## config.mk

```make
export PLATFORM = sky130hd
export DESIGN_NAME = sm4_block_cipher_unit
export DESIGN_NICKNAME = d
export VERILOG_FILES = /design/src/rtl/core/sm4_pkg.sv /design/src/rtl/core/sm4_round.sv /design/src/rtl/core/sm4_rk_store.sv /design/src/rtl/core/sm4_block_cipher_unit.sv
export SDC_FILE = /design/constraint.sdc
export NUM_CORES = 2
export LEC_CHECK = 0
export BUFFER_PORTS_ARGS = -buffer_cell sky130_fd_sc_hd__buf_4
export CAP_MARGIN = 0
export CORE_MARGIN = 10
export CORE_UTILIZATION = 45
export DETAILED_ROUTE_END_ITERATION = 10
export SLEW_MARGIN = 20
export SYNTH_ARGS = -nofsm -noshare
export SYNTH_HDL_FRONTEND = slang
export SYNTH_SLANG_ARGS = --single-unit
```

## constraint.sdc

```tcl
create_clock -name clk -period 16.55 [get_ports clk]
set_input_delay 0.8275 -clock clk [delete_from_list [all_inputs] [get_ports clk]]
set_output_delay 0.8275 -clock clk [all_outputs]
set_load 0.1 [all_outputs]
```

## src/rtl/core/sm4_pkg.sv

```systemverilog
// Shared types, constants and byte-substitution table for the SM4 cipher core.
// No dependencies; imported by every module in rtl/core.
package sm4_pkg;

    localparam int ROUNDS    = 32;
    localparam int RK_AW     = $clog2(ROUNDS);
    localparam int KEY_REGS  = 4;
    localparam int KEY_AW    = $clog2(KEY_REGS);
    localparam int CFG_IDX_W = 8;

    localparam logic [31:0] FK0 = 32'ha3b1bac6;
    localparam logic [31:0] FK1 = 32'h56aa3350;
    localparam logic [31:0] FK2 = 32'h677d9197;
    localparam logic [31:0] FK3 = 32'hb27022dc;

    typedef logic [31:0] word_t;

    // write request into the round-key store
    typedef struct packed {
        logic             en;
        logic [RK_AW-1:0] addr;
        word_t            data;
    } rk_wr_t;

    localparam logic [7:0] SBOX [0:255] = '{
        8'hd6,8'h90,8'he9,8'hfe,8'hcc,8'he1,8'h3d,8'hb7,8'h16,8'hb6,8'h14,8'hc2,8'h28,8'hfb,8'h2c,8'h05,
        8'h2b,8'h67,8'h9a,8'h76,8'h2a,8'hbe,8'h04,8'hc3,8'haa,8'h44,8'h13,8'h26,8'h49,8'h86,8'h06,8'h99,
        8'h9c,8'h42,8'h50,8'hf4,8'h91,8'hef,8'h98,8'h7a,8'h33,8'h54,8'h0b,8'h43,8'hed,8'hcf,8'hac,8'h62,
        8'he4,8'hb3,8'h1c,8'ha9,8'hc9,8'h08,8'he8,8'h95,8'h80,8'hdf,8'h94,8'hfa,8'h75,8'h8f,8'h3f,8'ha6,
        8'h47,8'h07,8'ha7,8'hfc,8'hf3,8'h73,8'h17,8'hba,8'h83,8'h59,8'h3c,8'h19,8'he6,8'h85,8'h4f,8'ha8,
        8'h68,8'h6b,8'h81,8'hb2,8'h71,8'h64,8'hda,8'h8b,8'hf8,8'heb,8'h0f,8'h4b,8'h70,8'h56,8'h9d,8'h35,
        8'h1e,8'h24,8'h0e,8'h5e,8'h63,8'h58,8'hd1,8'ha2,8'h25,8'h22,8'h7c,8'h3b,8'h01,8'h21,8'h78,8'h87,
        8'hd4,8'h00,8'h46,8'h57,8'h9f,8'hd3,8'h27,8'h52,8'h4c,8'h36,8'h02,8'he7,8'ha0,8'hc4,8'hc8,8'h9e,
        8'hea,8'hbf,8'h8a,8'hd2,8'h40,8'hc7,8'h38,8'hb5,8'ha3,8'hf7,8'hf2,8'hce,8'hf9,8'h61,8'h15,8'ha1,
        8'he0,8'hae,8'h5d,8'ha4,8'h9b,8'h34,8'h1a,8'h55,8'had,8'h93,8'h32,8'h30,8'hf5,8'h8c,8'hb1,8'he3,
        8'h1d,8'hf6,8'he2,8'h2e,8'h82,8'h66,8'hca,8'h60,8'hc0,8'h29,8'h23,8'hab,8'h0d,8'h53,8'h4e,8'h6f,
        8'hd5,8'hdb,8'h37,8'h45,8'hde,8'hfd,8'h8e,8'h2f,8'h03,8'hff,8'h6a,8'h72,8'h6d,8'h6c,8'h5b,8'h51,
        8'h8d,8'h1b,8'haf,8'h92,8'hbb,8'hdd,8'hbc,8'h7f,8'h11,8'hd9,8'h5c,8'h41,8'h1f,8'h10,8'h5a,8'hd8,
        8'h0a,8'hc1,8'h31,8'h88,8'ha5,8'hcd,8'h7b,8'hbd,8'h2d,8'h74,8'hd0,8'h12,8'hb8,8'he5,8'hb4,8'hb0,
        8'h89,8'h69,8'h97,8'h4a,8'h0c,8'h96,8'h77,8'h7e,8'h65,8'hb9,8'hf1,8'h09,8'hc5,8'h6e,8'hc6,8'h84,
        8'h18,8'hf0,8'h7d,8'hec,8'h3a,8'hdc,8'h4d,8'h20,8'h79,8'hee,8'h5f,8'h3e,8'hd7,8'hcb,8'h39,8'h48
    };

    function automatic word_t sbox_word(word_t v);
        return {SBOX[v[31:24]], SBOX[v[23:16]], SBOX[v[15:8]], SBOX[v[7:0]]};
    endfunction

    // CK constant: byte j of word i is 7*(4i+j) mod 256
    function automatic word_t ck_word(logic [RK_AW-1:0] i);
        word_t      c;
        logic [9:0] prod;
        c = '0;
        for (int j = 0; j < 4; j++)
        begin
            prod = {1'b0, i, 2'(j), 2'b00} >> 2;
            prod = 10'(prod * 10'd7);
            c[31-8*j -: 8] = prod[7:0];
        end
        return c;
    endfunction

endpackage

```

## src/rtl/core/sm4_round.sv

```systemverilog
// Shared SM4 round unit: S-box substitution and linear mix, data or key form.
// Depends on sm4_pkg.
module sm4_round (
    input  sm4_pkg::word_t w0,
    input  sm4_pkg::word_t w1,
    input  sm4_pkg::word_t w2,
    input  sm4_pkg::word_t w3,
    input  sm4_pkg::word_t rk,
    input  logic           key_mode,
    output sm4_pkg::word_t nx
);
    import sm4_pkg::*;

    word_t sub;
    word_t mix;

    always_comb
    begin
        sub = sbox_word(w1 ^ w2 ^ w3 ^ rk);
        if (key_mode)
        begin
            mix = sub ^ {sub[18:0], sub[31:19]} ^ {sub[8:0], sub[31:9]};
        end
        else
        begin
            mix = sub ^ {sub[29:0], sub[31:30]} ^ {sub[21:0], sub[31:22]}
                      ^ {sub[13:0], sub[31:14]} ^ {sub[7:0], sub[31:8]};
        end
        nx = w0 ^ mix;
    end

endmodule

```

## src/rtl/core/sm4_rk_store.sv

```systemverilog
// Round-key store: one word per round, filled during key expansion.
// Depends on sm4_pkg.
module sm4_rk_store (
    input  logic                      clk,
    input  sm4_pkg::rk_wr_t           wr,
    input  logic [sm4_pkg::RK_AW-1:0] rd_addr,
    output sm4_pkg::word_t            rd_data
);
    import sm4_pkg::*;

    word_t keys_reg [ROUNDS];

    always_ff @(posedge clk)
    begin
        if (wr.en)
        begin
            keys_reg[wr.addr] <= wr.data;
        end
    end

    assign rd_data = keys_reg[rd_addr];

endmodule

```

## src/rtl/core/sm4_block_cipher_unit.sv

```systemverilog
// SM4 block cipher top level: key registers, sequencer and round state.
// Depends on sm4_pkg, sm4_round and sm4_rk_store.
//
//   channel   handshake        payload
//   -------   --------------   ---------------------------------------------
//   request   start / busy     block_word0..3, decrypt
//   result    done (1 cycle)   out_word0..3
//   config    cfg_write        cfg_index, cfg_data (key_word0..3 at 0..3)
//
// A request runs 32 rounds, one per cycle, through the single round unit; done
// follows the last round, and no new request is taken until then.
// After reset and after any key write, key expansion uses the same round unit
// for one load step and 32 rounds; busy stays high throughout.
// done is high for one cycle, with no stall; out_word0..3 hold until the next result.
module sm4_block_cipher_unit (
    input  logic                          clk,
    input  logic                          rst_n,
    input  logic                          start,
    output logic                          busy,
    input  logic [31:0]                   block_word0,
    input  logic [31:0]                   block_word1,
    input  logic [31:0]                   block_word2,
    input  logic [31:0]                   block_word3,
    input  logic                          decrypt,
    output logic                          done,
    output logic [31:0]                   out_word0,
    output logic [31:0]                   out_word1,
    output logic [31:0]                   out_word2,
    output logic [31:0]                   out_word3,
    input  logic                          cfg_write,
    input  logic [sm4_pkg::CFG_IDX_W-1:0] cfg_index,
    input  logic [31:0]                   cfg_data
);
    import sm4_pkg::*;

    localparam logic [1:0] ST_IDLE  = 2'd0;
    localparam logic [1:0] ST_KLOAD = 2'd1;
    localparam logic [1:0] ST_KEXP  = 2'd2;
    localparam logic [1:0] ST_RUN   = 2'd3;

    logic [1:0]       state_reg, state_next;
    logic [RK_AW-1:0] cnt_reg, cnt_next;
    logic             dirty_reg, dirty_next;
    logic             dec_reg, dec_next;
    logic             done_reg, done_next;
    word_t            key_reg [KEY_REGS];
    word_t            x_reg [4];
    word_t            x_next [4];
    word_t            out_reg [4];
    word_t            out_next [4];

    logic             accept;
    logic             last;
    logic             key_hit;
    word_t            rk_sel;
    word_t            rk_rd;
    word_t            nx;
    logic [RK_AW-1:0] rd_addr;
    rk_wr_t           rk_wr;

    assign accept  = start && !busy;
    assign last    = (cnt_reg == RK_AW'(ROUNDS - 1));
    assign key_hit = cfg_write && (cfg_index < CFG_IDX_W'(KEY_REGS));
    assign rd_addr = dec_reg ? ~cnt_reg : cnt_reg;
    assign rk_sel  = (state_reg == ST_KEXP) ? ck_word(cnt_reg) : rk_rd;

    sm4_round u_round (
        .w0       (x_reg[0]),
        .w1       (x_reg[1]),
        .w2       (x_reg[2]),
        .w3       (x_reg[3]),
        .rk       (rk_sel),
        .key_mode (state_reg == ST_KEXP),
        .nx       (nx)
    );

    sm4_rk_store u_rk_store (
        .clk     (clk),
        .wr      (rk_wr),
        .rd_addr (rd_addr),
        .rd_data (rk_rd)
    );

    always_comb
    begin
        state_next = state_reg;
        cnt_next   = cnt_reg;
        dirty_next = dirty_reg || key_hit;
        dec_next   = dec_reg;
        done_next  = 1'b0;
        x_next     = x_reg;
        out_next   = out_reg;
        rk_wr.en   = 1'b0;
        rk_wr.addr = cnt_reg;
        rk_wr.data = nx;

        case (state_reg)
            ST_IDLE:
            begin
                if (accept)
                begin
                    x_next[0]  = block_word0;
                    x_next[1]  = block_word1;
                    x_next[2]  = block_word2;
                    x_next[3]  = block_word3;
                    dec_next   = decrypt;
                    cnt_next   = '0;
                    state_next = ST_RUN;
                end
                else if (dirty_reg)
                begin
                    dirty_next = key_hit;
                    state_next = ST_KLOAD;
                end
            end
            ST_KLOAD:
            begin
                x_next[0]  = key_reg[0] ^ FK0;
                x_next[1]  = key_reg[1] ^ FK1;
                x_next[2]  = key_reg[2] ^ FK2;
                x_next[3]  = key_reg[3] ^ FK3;
                cnt_next   = '0;
                state_next = ST_KEXP;
            end
            ST_KEXP:
            begin
                rk_wr.en  = 1'b1;
                x_next[0] = x_reg[1];
                x_next[1] = x_reg[2];
                x_next[2] = x_reg[3];
                x_next[3] = nx;
                cnt_next  = cnt_reg + 1'b1;
                if (last)
                begin
                    state_next = ST_IDLE;
                end
            end
            ST_RUN:
            begin
                x_next[0] = x_reg[1];
                x_next[1] = x_reg[2];
                x_next[2] = x_reg[3];
                x_next[3] = nx;
                cnt_next  = cnt_reg + 1'b1;
                if (last)
                begin
                    // drop the words out in reverse order
                    out_next[0] = nx;
                    out_next[1] = x_reg[3];
                    out_next[2] = x_reg[2];
                    out_next[3] = x_reg[1];
                    done_next   = 1'b1;
                    state_next  = ST_IDLE;
                end
            end
            default:
            begin
                state_next = ST_IDLE;
            end
        endcase
    end

    always_ff @(posedge clk or negedge rst_n)
    begin
        if (!rst_n)
        begin
            state_reg <= ST_IDLE;
            cnt_reg   <= '0;
            dirty_reg <= 1'b1;
            dec_reg   <= 1'b0;
            done_reg  <= 1'b0;
            for (int i = 0; i < KEY_REGS; i++)
            begin
                key_reg[i] <= '0;
            end
        end
        else
        begin
            state_reg <= state_next;
            cnt_reg   <= cnt_next;
            dirty_reg <= dirty_next;
            dec_reg   <= dec_next;
            done_reg  <= done_next;
            if (key_hit)
            begin
                key_reg[cfg_index[KEY_AW-1:0]] <= cfg_data;
            end
        end
    end

    always_ff @(posedge clk)
    begin
        x_reg   <= x_next;
        out_reg <= out_next;
    end

    // hold off requests while a block is running or keys are stale or being expanded
    assign busy      = (state_reg != ST_IDLE) || dirty_reg;
    assign done      = done_reg;
    assign out_word0 = out_reg[0];
    assign out_word1 = out_reg[1];
    assign out_word2 = out_reg[2];
    assign out_word3 = out_reg[3];

endmodule
```

Word-level counts from Yosys, hierarchy flattened --
Memory sizes are Yosys's and may differ from the RTL's. Index checks and enable logic that the tools add are counted.
Cells by class: reductions and logical operators 12, shifts and indexed selects 0, equal/unequal tests 7, mux-type cells 30, $add $sub $neg 1, $lt $le $gt $ge 7, bitwise gates (word level) 20, divide/modulo/power cells 0, multipliers 4
Operators by type and width (count):
- 128-bit case mux with 3 select lines | 1
- 32-bit bitwise XOR | 10
- 128-bit bitwise mux | 1
- 128-bit two-way mux | 1
- 32-bit two-way mux | 3
- 32-bit demux with 2-bit select | 1
- 8-bit two-way mux | 8
- 9-bit >= comparator, second input constant | 4
- 8-bit inverter with 9-bit output | 4
- 14-bit inverter | 2
- 19-bit inverter | 1
- 17-bit inverter | 1
- 7-bit by 3-bit multiplier with 8-bit output, second input constant | 2
- 5-bit case mux with 3 select lines | 1
- 5-bit two-way mux | 2
- 8-bit by 3-bit less-than comparator with 1-bit output, second input constant | 1
- 1-bit two-way mux | 8
- 6-bit by 3-bit multiplier with 7-bit output, second input constant | 1
- 5-bit by 3-bit multiplier with 6-bit output, second input constant | 1
- 2-bit two-way mux | 3
- 2-bit case mux with 3 select lines | 1
- 2-bit AND reduction | 3
- 5-bit by 1-bit adder with 5-bit output, second input constant | 1
- 5-bit equality test, second input constant | 1
- other kinds (15) | 19
Word-level totals: input port bits 173, bits in writable memories 1024, register bits 394, memories kept 5, word-level logic and storage cells 103, output and inout bits 130, bits in latches 0, memory bits (read-only) 8192
Memory list:
- (no name shown) | depth 256, width 8, read ports 1, clocked after memory_dff 0, wr ports 0, line sm4_pkg.sv:45 | return {SBOX[v[31:24]], SBOX[v[23:16]], SBOX[v[15:8]], SBOX[v[7:0]]};
- (no name shown) | depth 256, width 8, read ports 1, clocked after memory_dff 0, wr ports 0, line sm4_pkg.sv:45
- (no name shown) | depth 256, width 8, read ports 1, clocked after memory_dff 0, wr ports 0, line sm4_pkg.sv:45
- (no name shown) | depth 256, width 8, read ports 1, clocked after memory_dff 0, wr ports 0, line sm4_pkg.sv:45
- u_rk_store.keys_reg | depth 32, width 32, read ports 1, clocked after memory_dff 0, wr ports 1, line sm4_rk_store.sv:11 | word_t keys_reg [ROUNDS];

Longest topological paths before layout --
An unclocked memory read counts as a cell.
depth in word-level cells 16, gate-level depth with buffers 30, gate-level depth less buffers 21

Hierarchy --
Synthesis repeated with hierarchy kept, for this count alone.
Second synthesis, totals: cell total of the unflattened synthesis 6031, area total of the unflattened synthesis 73561.8 sq um
By module, submodules not included:
- sm4_rk_store | instances 1, sequential area each 30749.5 sq um, area an instance 39844.5 sq um, cells an instance 2228
- sm4_round | instances 1, sequential area each 0.0 sq um, area an instance 17117.7 sq um, cells an instance 2609
- sm4_block_cipher_unit | instances 1, sequential area each 11141.9 sq um, area an instance 16599.7 sq um, cells an instance 1194

Worst setup path before layout --
Ideal clock, no wire load.
kind register to register, start reg cnt_reg[1], end reg out_reg (netlist bit out_word0[20]), data pin, arrival 6.710 ns, clock period less this slack 7.172 ns, stages on the path, launching flop included 27, setup slack 9.378 ns, required time 16.088 ns, cells stage by stage dfrtp_1 -> buf_4 -> buf_6 -> inv_1 -> buf_2 -> buf_1 -> clkbuf_1 -> a221oi_1 -> o211ai_1 -> nand2_1 -> nor3_1 -> a31oi_1 -> nor2_1 -> buf_2 -> buf_1 -> inv_1 -> ha_1 -> clkbuf_1 -> nand3_1 -> nand3b_1 -> a21oi_1 -> o31a_1 -> nor4_4 -> xnor2_1 -> xnor2_1 -> xnor2_1 -> o21ai_0
Between the ends: cells in the longest elaborated chain, start to end 15
Ends and longest elaborated chain:
- from (decl) | line sm4_block_cipher_unit.sv:42 | logic [RK_AW-1:0] cnt_reg, cnt_next;
- from (signal assigned) | line sm4_block_cipher_unit.sv:180 | cnt_reg <= cnt_next;
- parallel branches: the longest is 3 deep, another holds 7-bit by 3-bit multiplier with 8-bit output
- 32-bit two-way mux (*) | line sm4_block_cipher_unit.sv:65 | assign rk_sel = (state_reg == ST_KEXP) ? ck_word(cnt_reg) : rk_rd;
- 32-bit bitwise XOR (*) | line sm4_round.sv:19 | sub = sbox_word(w1 ^ w2 ^ w3 ^ rk);
- 8-bit inverter with 9-bit output (implied by the code) | line sm4_pkg.sv:45
- memory read 256 x 8 bit
- 8-bit two-way mux (implied by the code) (2 in a row) | line sm4_pkg.sv:45
- 32-bit bitwise XOR (2 in a row) | line sm4_round.sv:26 | mix = sub ^ {sub[29:0], sub[31:30]} ^ {sub[21:0], sub[31:22]}
- 32-bit bitwise XOR (2 in a row) | line sm4_round.sv:27 | ^ {sub[13:0], sub[31:14]} ^ {sub[7:0], sub[31:8]};
- 32-bit two-way mux (*) | line sm4_round.sv:20 | if (key_mode)
- 32-bit bitwise XOR (*) | line sm4_round.sv:29 | nx = w0 ^ mix;
- via nx[20] | line sm4_block_cipher_unit.sv:57 | word_t nx;
- to (signal assigned) | line sm4_block_cipher_unit.sv:194 | out_reg <= out_next;
- to (decl) | line sm4_block_cipher_unit.sv:49 | word_t out_reg [4];
Mark *: on every way through the listed nets, which the timed path passes. The select of a mux whose other input is x is not followed. A chain may end at the register's enable or synchronous reset.

==> impl_results.md <==
- WP data arrival: between 10,000 and 15,000 ps
- Core area: 178,400 sq um
- Layout Utilization: just over 50%
- Largest net degree at the start of global routing: 187
- F_max: ~0.09 GHz
- Yosys warns: 0
- Top-area cell type share of the netlist area: a little under half
- Number of flops mapped to enable cells by yosys: between 1,000 and 1,500
- Wire per inst: slightly below 40 um
- Die X: around 440 um
- Skew-Pair Late Insertion Delay: ~850 ps
- Fillers: roughly 16,000
- Startpoint types: flip-flop
- Outcome: finished, final reports clean
- Placed cells: between 9,000 and 10,000
- First-pass GRT wire length: 514,900 um
- Syn nets: between 7,000 and 8,000
- Max-Cap Viols: 0
- Area Growth Syn to Fin: 12.36%
- HPWL after DPL: around 250,000 um
- Post-synth top flop: edfxtp_1
- Clk root buf: clkbuf_16
- Initial DRC Count: about 12,000
- Max FFs per register: between 1,000 and 1,500
- RSZ-0062 raised after global routing: no
- CTS H-tree depth: 4
- Io pins: 303
- Share of layout cells above drive strength 1: 18.92%
- Seq cells post-synth: roughly 1,400
- CTS Sinks: around 1,400
- Clk pin slew, worst setup/hold paths: 60 ps
- Cts repair resizes: 0
- Clock skew: between 70 and 80 ps
- Starting Density: 45.28%
- Post-CTS Hold Fix Bufs: 0
- Register area: about 42,000 sq um
- Avg Cell Area, Syn: 11.53 sq um
- Worst Path Max Fanout: 70
- Total GRT Usage: around 36%
- Design area: around 91,000 sq um
- Layout Cells excl Fill: between 9,000 and 10,000
- Max_slew headroom: 14.69%
- Setup Total Neg Slack: 0 ps
- Post-layout net count: around 7,400
- Worst-Margin Slew: 1275 ps
- Top post-synthesis cells by area: edfxtp_1, dfrtp_1, mux4_2
- Final Cycle Share: 68.50%
- Die ar.: ~200,000 sq um
- Final Slew Violations: 0
- Post-Syn Instances: between 7,000 and 8,000
- Vias post-DR: between 60,000 and 70,000
- CTS Buf Count: 151
- Area leader, netlist: edfxtp_1
- CP endpoint kind: flip-flop
- Routed WL: roughly 370,000 um
- Critical path class: reg2reg
- Seq/Total Area, Yosys: around half
- I/O Buffers: ~300
- Origin of the critical flop-to-flop path: cnt_reg[1]$_DFFE_PN0P_
- Reg2reg end: x_reg[10]$_DFFE_PP_
- GPL Wtd Cong: roughly 1.1
- Reg2Reg Setup Slack: approximately 5200 ps
- CTS tree: yes
- Multi-input logic area: 36,370 sq um
- Hold Violations, Final: 0
- Total grt overflow: 0
- Clock Tree Buf Depth: 3
- Pre-antenna DRT Iters: 7
- DRC errors left: 0
- Die Ht: between 400 and 500 um
- Number of routed nets with antenna violations: 0
- Period minus WS final: 11,340 ps
- Post-DP Area: around 86,000 sq um
- Worst Hold Class: in2async
- Number of setup buffers added after CTS: 0
- R2R cell count: 23
- Synth cell types: roughly 140
- Syn Std Cell Area: 80,790 sq um
- Initial antenna violation count: 10
- Async set or reset register ratio after synthesis: under 10%
- WP data required: around 17,000 ps
- Vias in the first global route: around 66,000
- FP Rows: 155
- Endpoints failing setup: 0
- Vias per cell: about 7.3
==> logic make-up (layout without fill, tap and decap cells) <==
logic type / Yosys count / count (layout) / share of synthesized area, %
AOI/OAI and AO/OA: 2434 / 2434 / 21.28
and+or+nand+nor: 1659 / 1659 / 9.805
DFF: 1418 / 1418 / 51.85
buffers and inverters: 699 / 920 / 4.442
muxes: 454 / 454 / 7.890
xor gates and xnor gates: 276 / 276 / 3.611
adders and majority gates: 68 / 68 / 1.124
other: 0 / 3 / 0
==> Yosys cell counts (all sizes together), types with 28 or more instances <==
| cell | number |
|---|---|
| a2111oi | 28 |
| a211oi | 93 |
| a21o | 54 |
| a21oi | 404 |
| a221oi | 154 |
| a22o | 52 |
| a22oi | 256 |
| a311oi | 63 |
| a31oi | 93 |
| a32oi | 29 |
| and3 | 44 |
| buf | 433 |
| clkbuf | 201 |
| dfrtp | 137 |
| edfxtp | 1280 |
| ha | 59 |
| inv | 63 |
| mux2 | 163 |
| mux2i | 162 |
| mux4 | 129 |
| nand2 | 531 |
| nand2b | 41 |
| nand3 | 185 |
| nand4 | 38 |
| nor2 | 423 |
| nor3 | 176 |
| nor4 | 44 |
| o211ai | 98 |
| o21ai | 443 |
| o221ai | 73 |
| o22ai | 195 |
| o311ai | 50 |
| o31ai | 41 |
| o32ai | 31 |
| or3 | 31 |
| xnor2 | 151 |
| xor2 | 104 |
==> through the flow <==
stage / hold slack, ps / setup slack [ps]
floorplan: 470.7 / 9378
global placement: 482.3 / 5760
detailed placement: 483.3 / 5598
CTS: 43.55 / 5629
global route: 82.54 / 4919
finish: 58.69 / 5212
==> final cells by class <==
class	instances	share of cell area [%]
antenna	3	0.008270
clock buffer	197	4.442
clock inverter	75	0.9001
inverter	65	0.2812
multi-input combinational	4891	40.07
sequential	1418	46.17
tap	2355	3.246
timing repair buffer	583	4.881
==> routing by layer <==
metal	wire length (um)	global-route usage, %	up-vias	part of all wire, %
li1	-	-	28210	-
met3	47410	10.75	1063	13
met5	46	0	-	0.012
met4	22600	18.47	8	6.1
met1	142000	48.26	34860	38
met2	158100	52.55	5499	43
==> worst max-delay path, stage by stage, from the launching register on <==
cell and delay, ps:
dfrtp_4 900, buf_4 460, buf_4 500, nor2b_4 780
buf_4 750, a22oi_1 200, nand3_1 140, o2111ai_1 130
or3_1 500, o31ai_1 470, nand2_1 710, ha_1 850
clkinv_1 590, o21ai_1 550, o21ai_0 190, a21oi_1 190
a311oi_1 70, a311oi_1 310, o32a_1 550, xnor2_1 270
xnor3_1 460, mux2i_1 360, xor2_4 890, a21o_1 240
==> worst max-delay path by stage <==
stage,endpoint,slack [ps],from
after floorplan,out_word0[20]$_DFFE_PP_,9380,cnt_reg[1]$_DFFE_PN0P_
after global placement,u_rk_store.keys_reg[31][10]$_DFFE_PP_,5760,cnt_reg[1]$_DFFE_PN0P_
after detailed placement,u_rk_store.keys_reg[29][10]$_DFFE_PP_,5600,cnt_reg[1]$_DFFE_PN0P_
after CTS,x_reg[10]$_DFFE_PP_,5630,cnt_reg[1]$_DFFE_PN0P_
after global routing,x_reg[10]$_DFFE_PP_,4920,cnt_reg[1]$_DFFE_PN0P_
final,x_reg[10]$_DFFE_PP_,5210,cnt_reg[1]$_DFFE_PN0P_
==> cells in the final DEF, fill, tap and decap left out, drive strengths merged, types with 137 or more instances in the layout <==
master / instances
edfxtp: 1280
a22oi: 256
o22ai: 195
nand2: 531
nor3: 176
a221oi: 154
o21ai: 443
buf: 583
xnor2: 151
a21oi: 404
clkbuf: 197
nor2: 423
mux2: 163
nand3: 185
mux2i: 162
dfrtp: 137
Power is not shown: default switching activity piles up to over one toggle a cycle in this logic, so the estimate is an artifact.
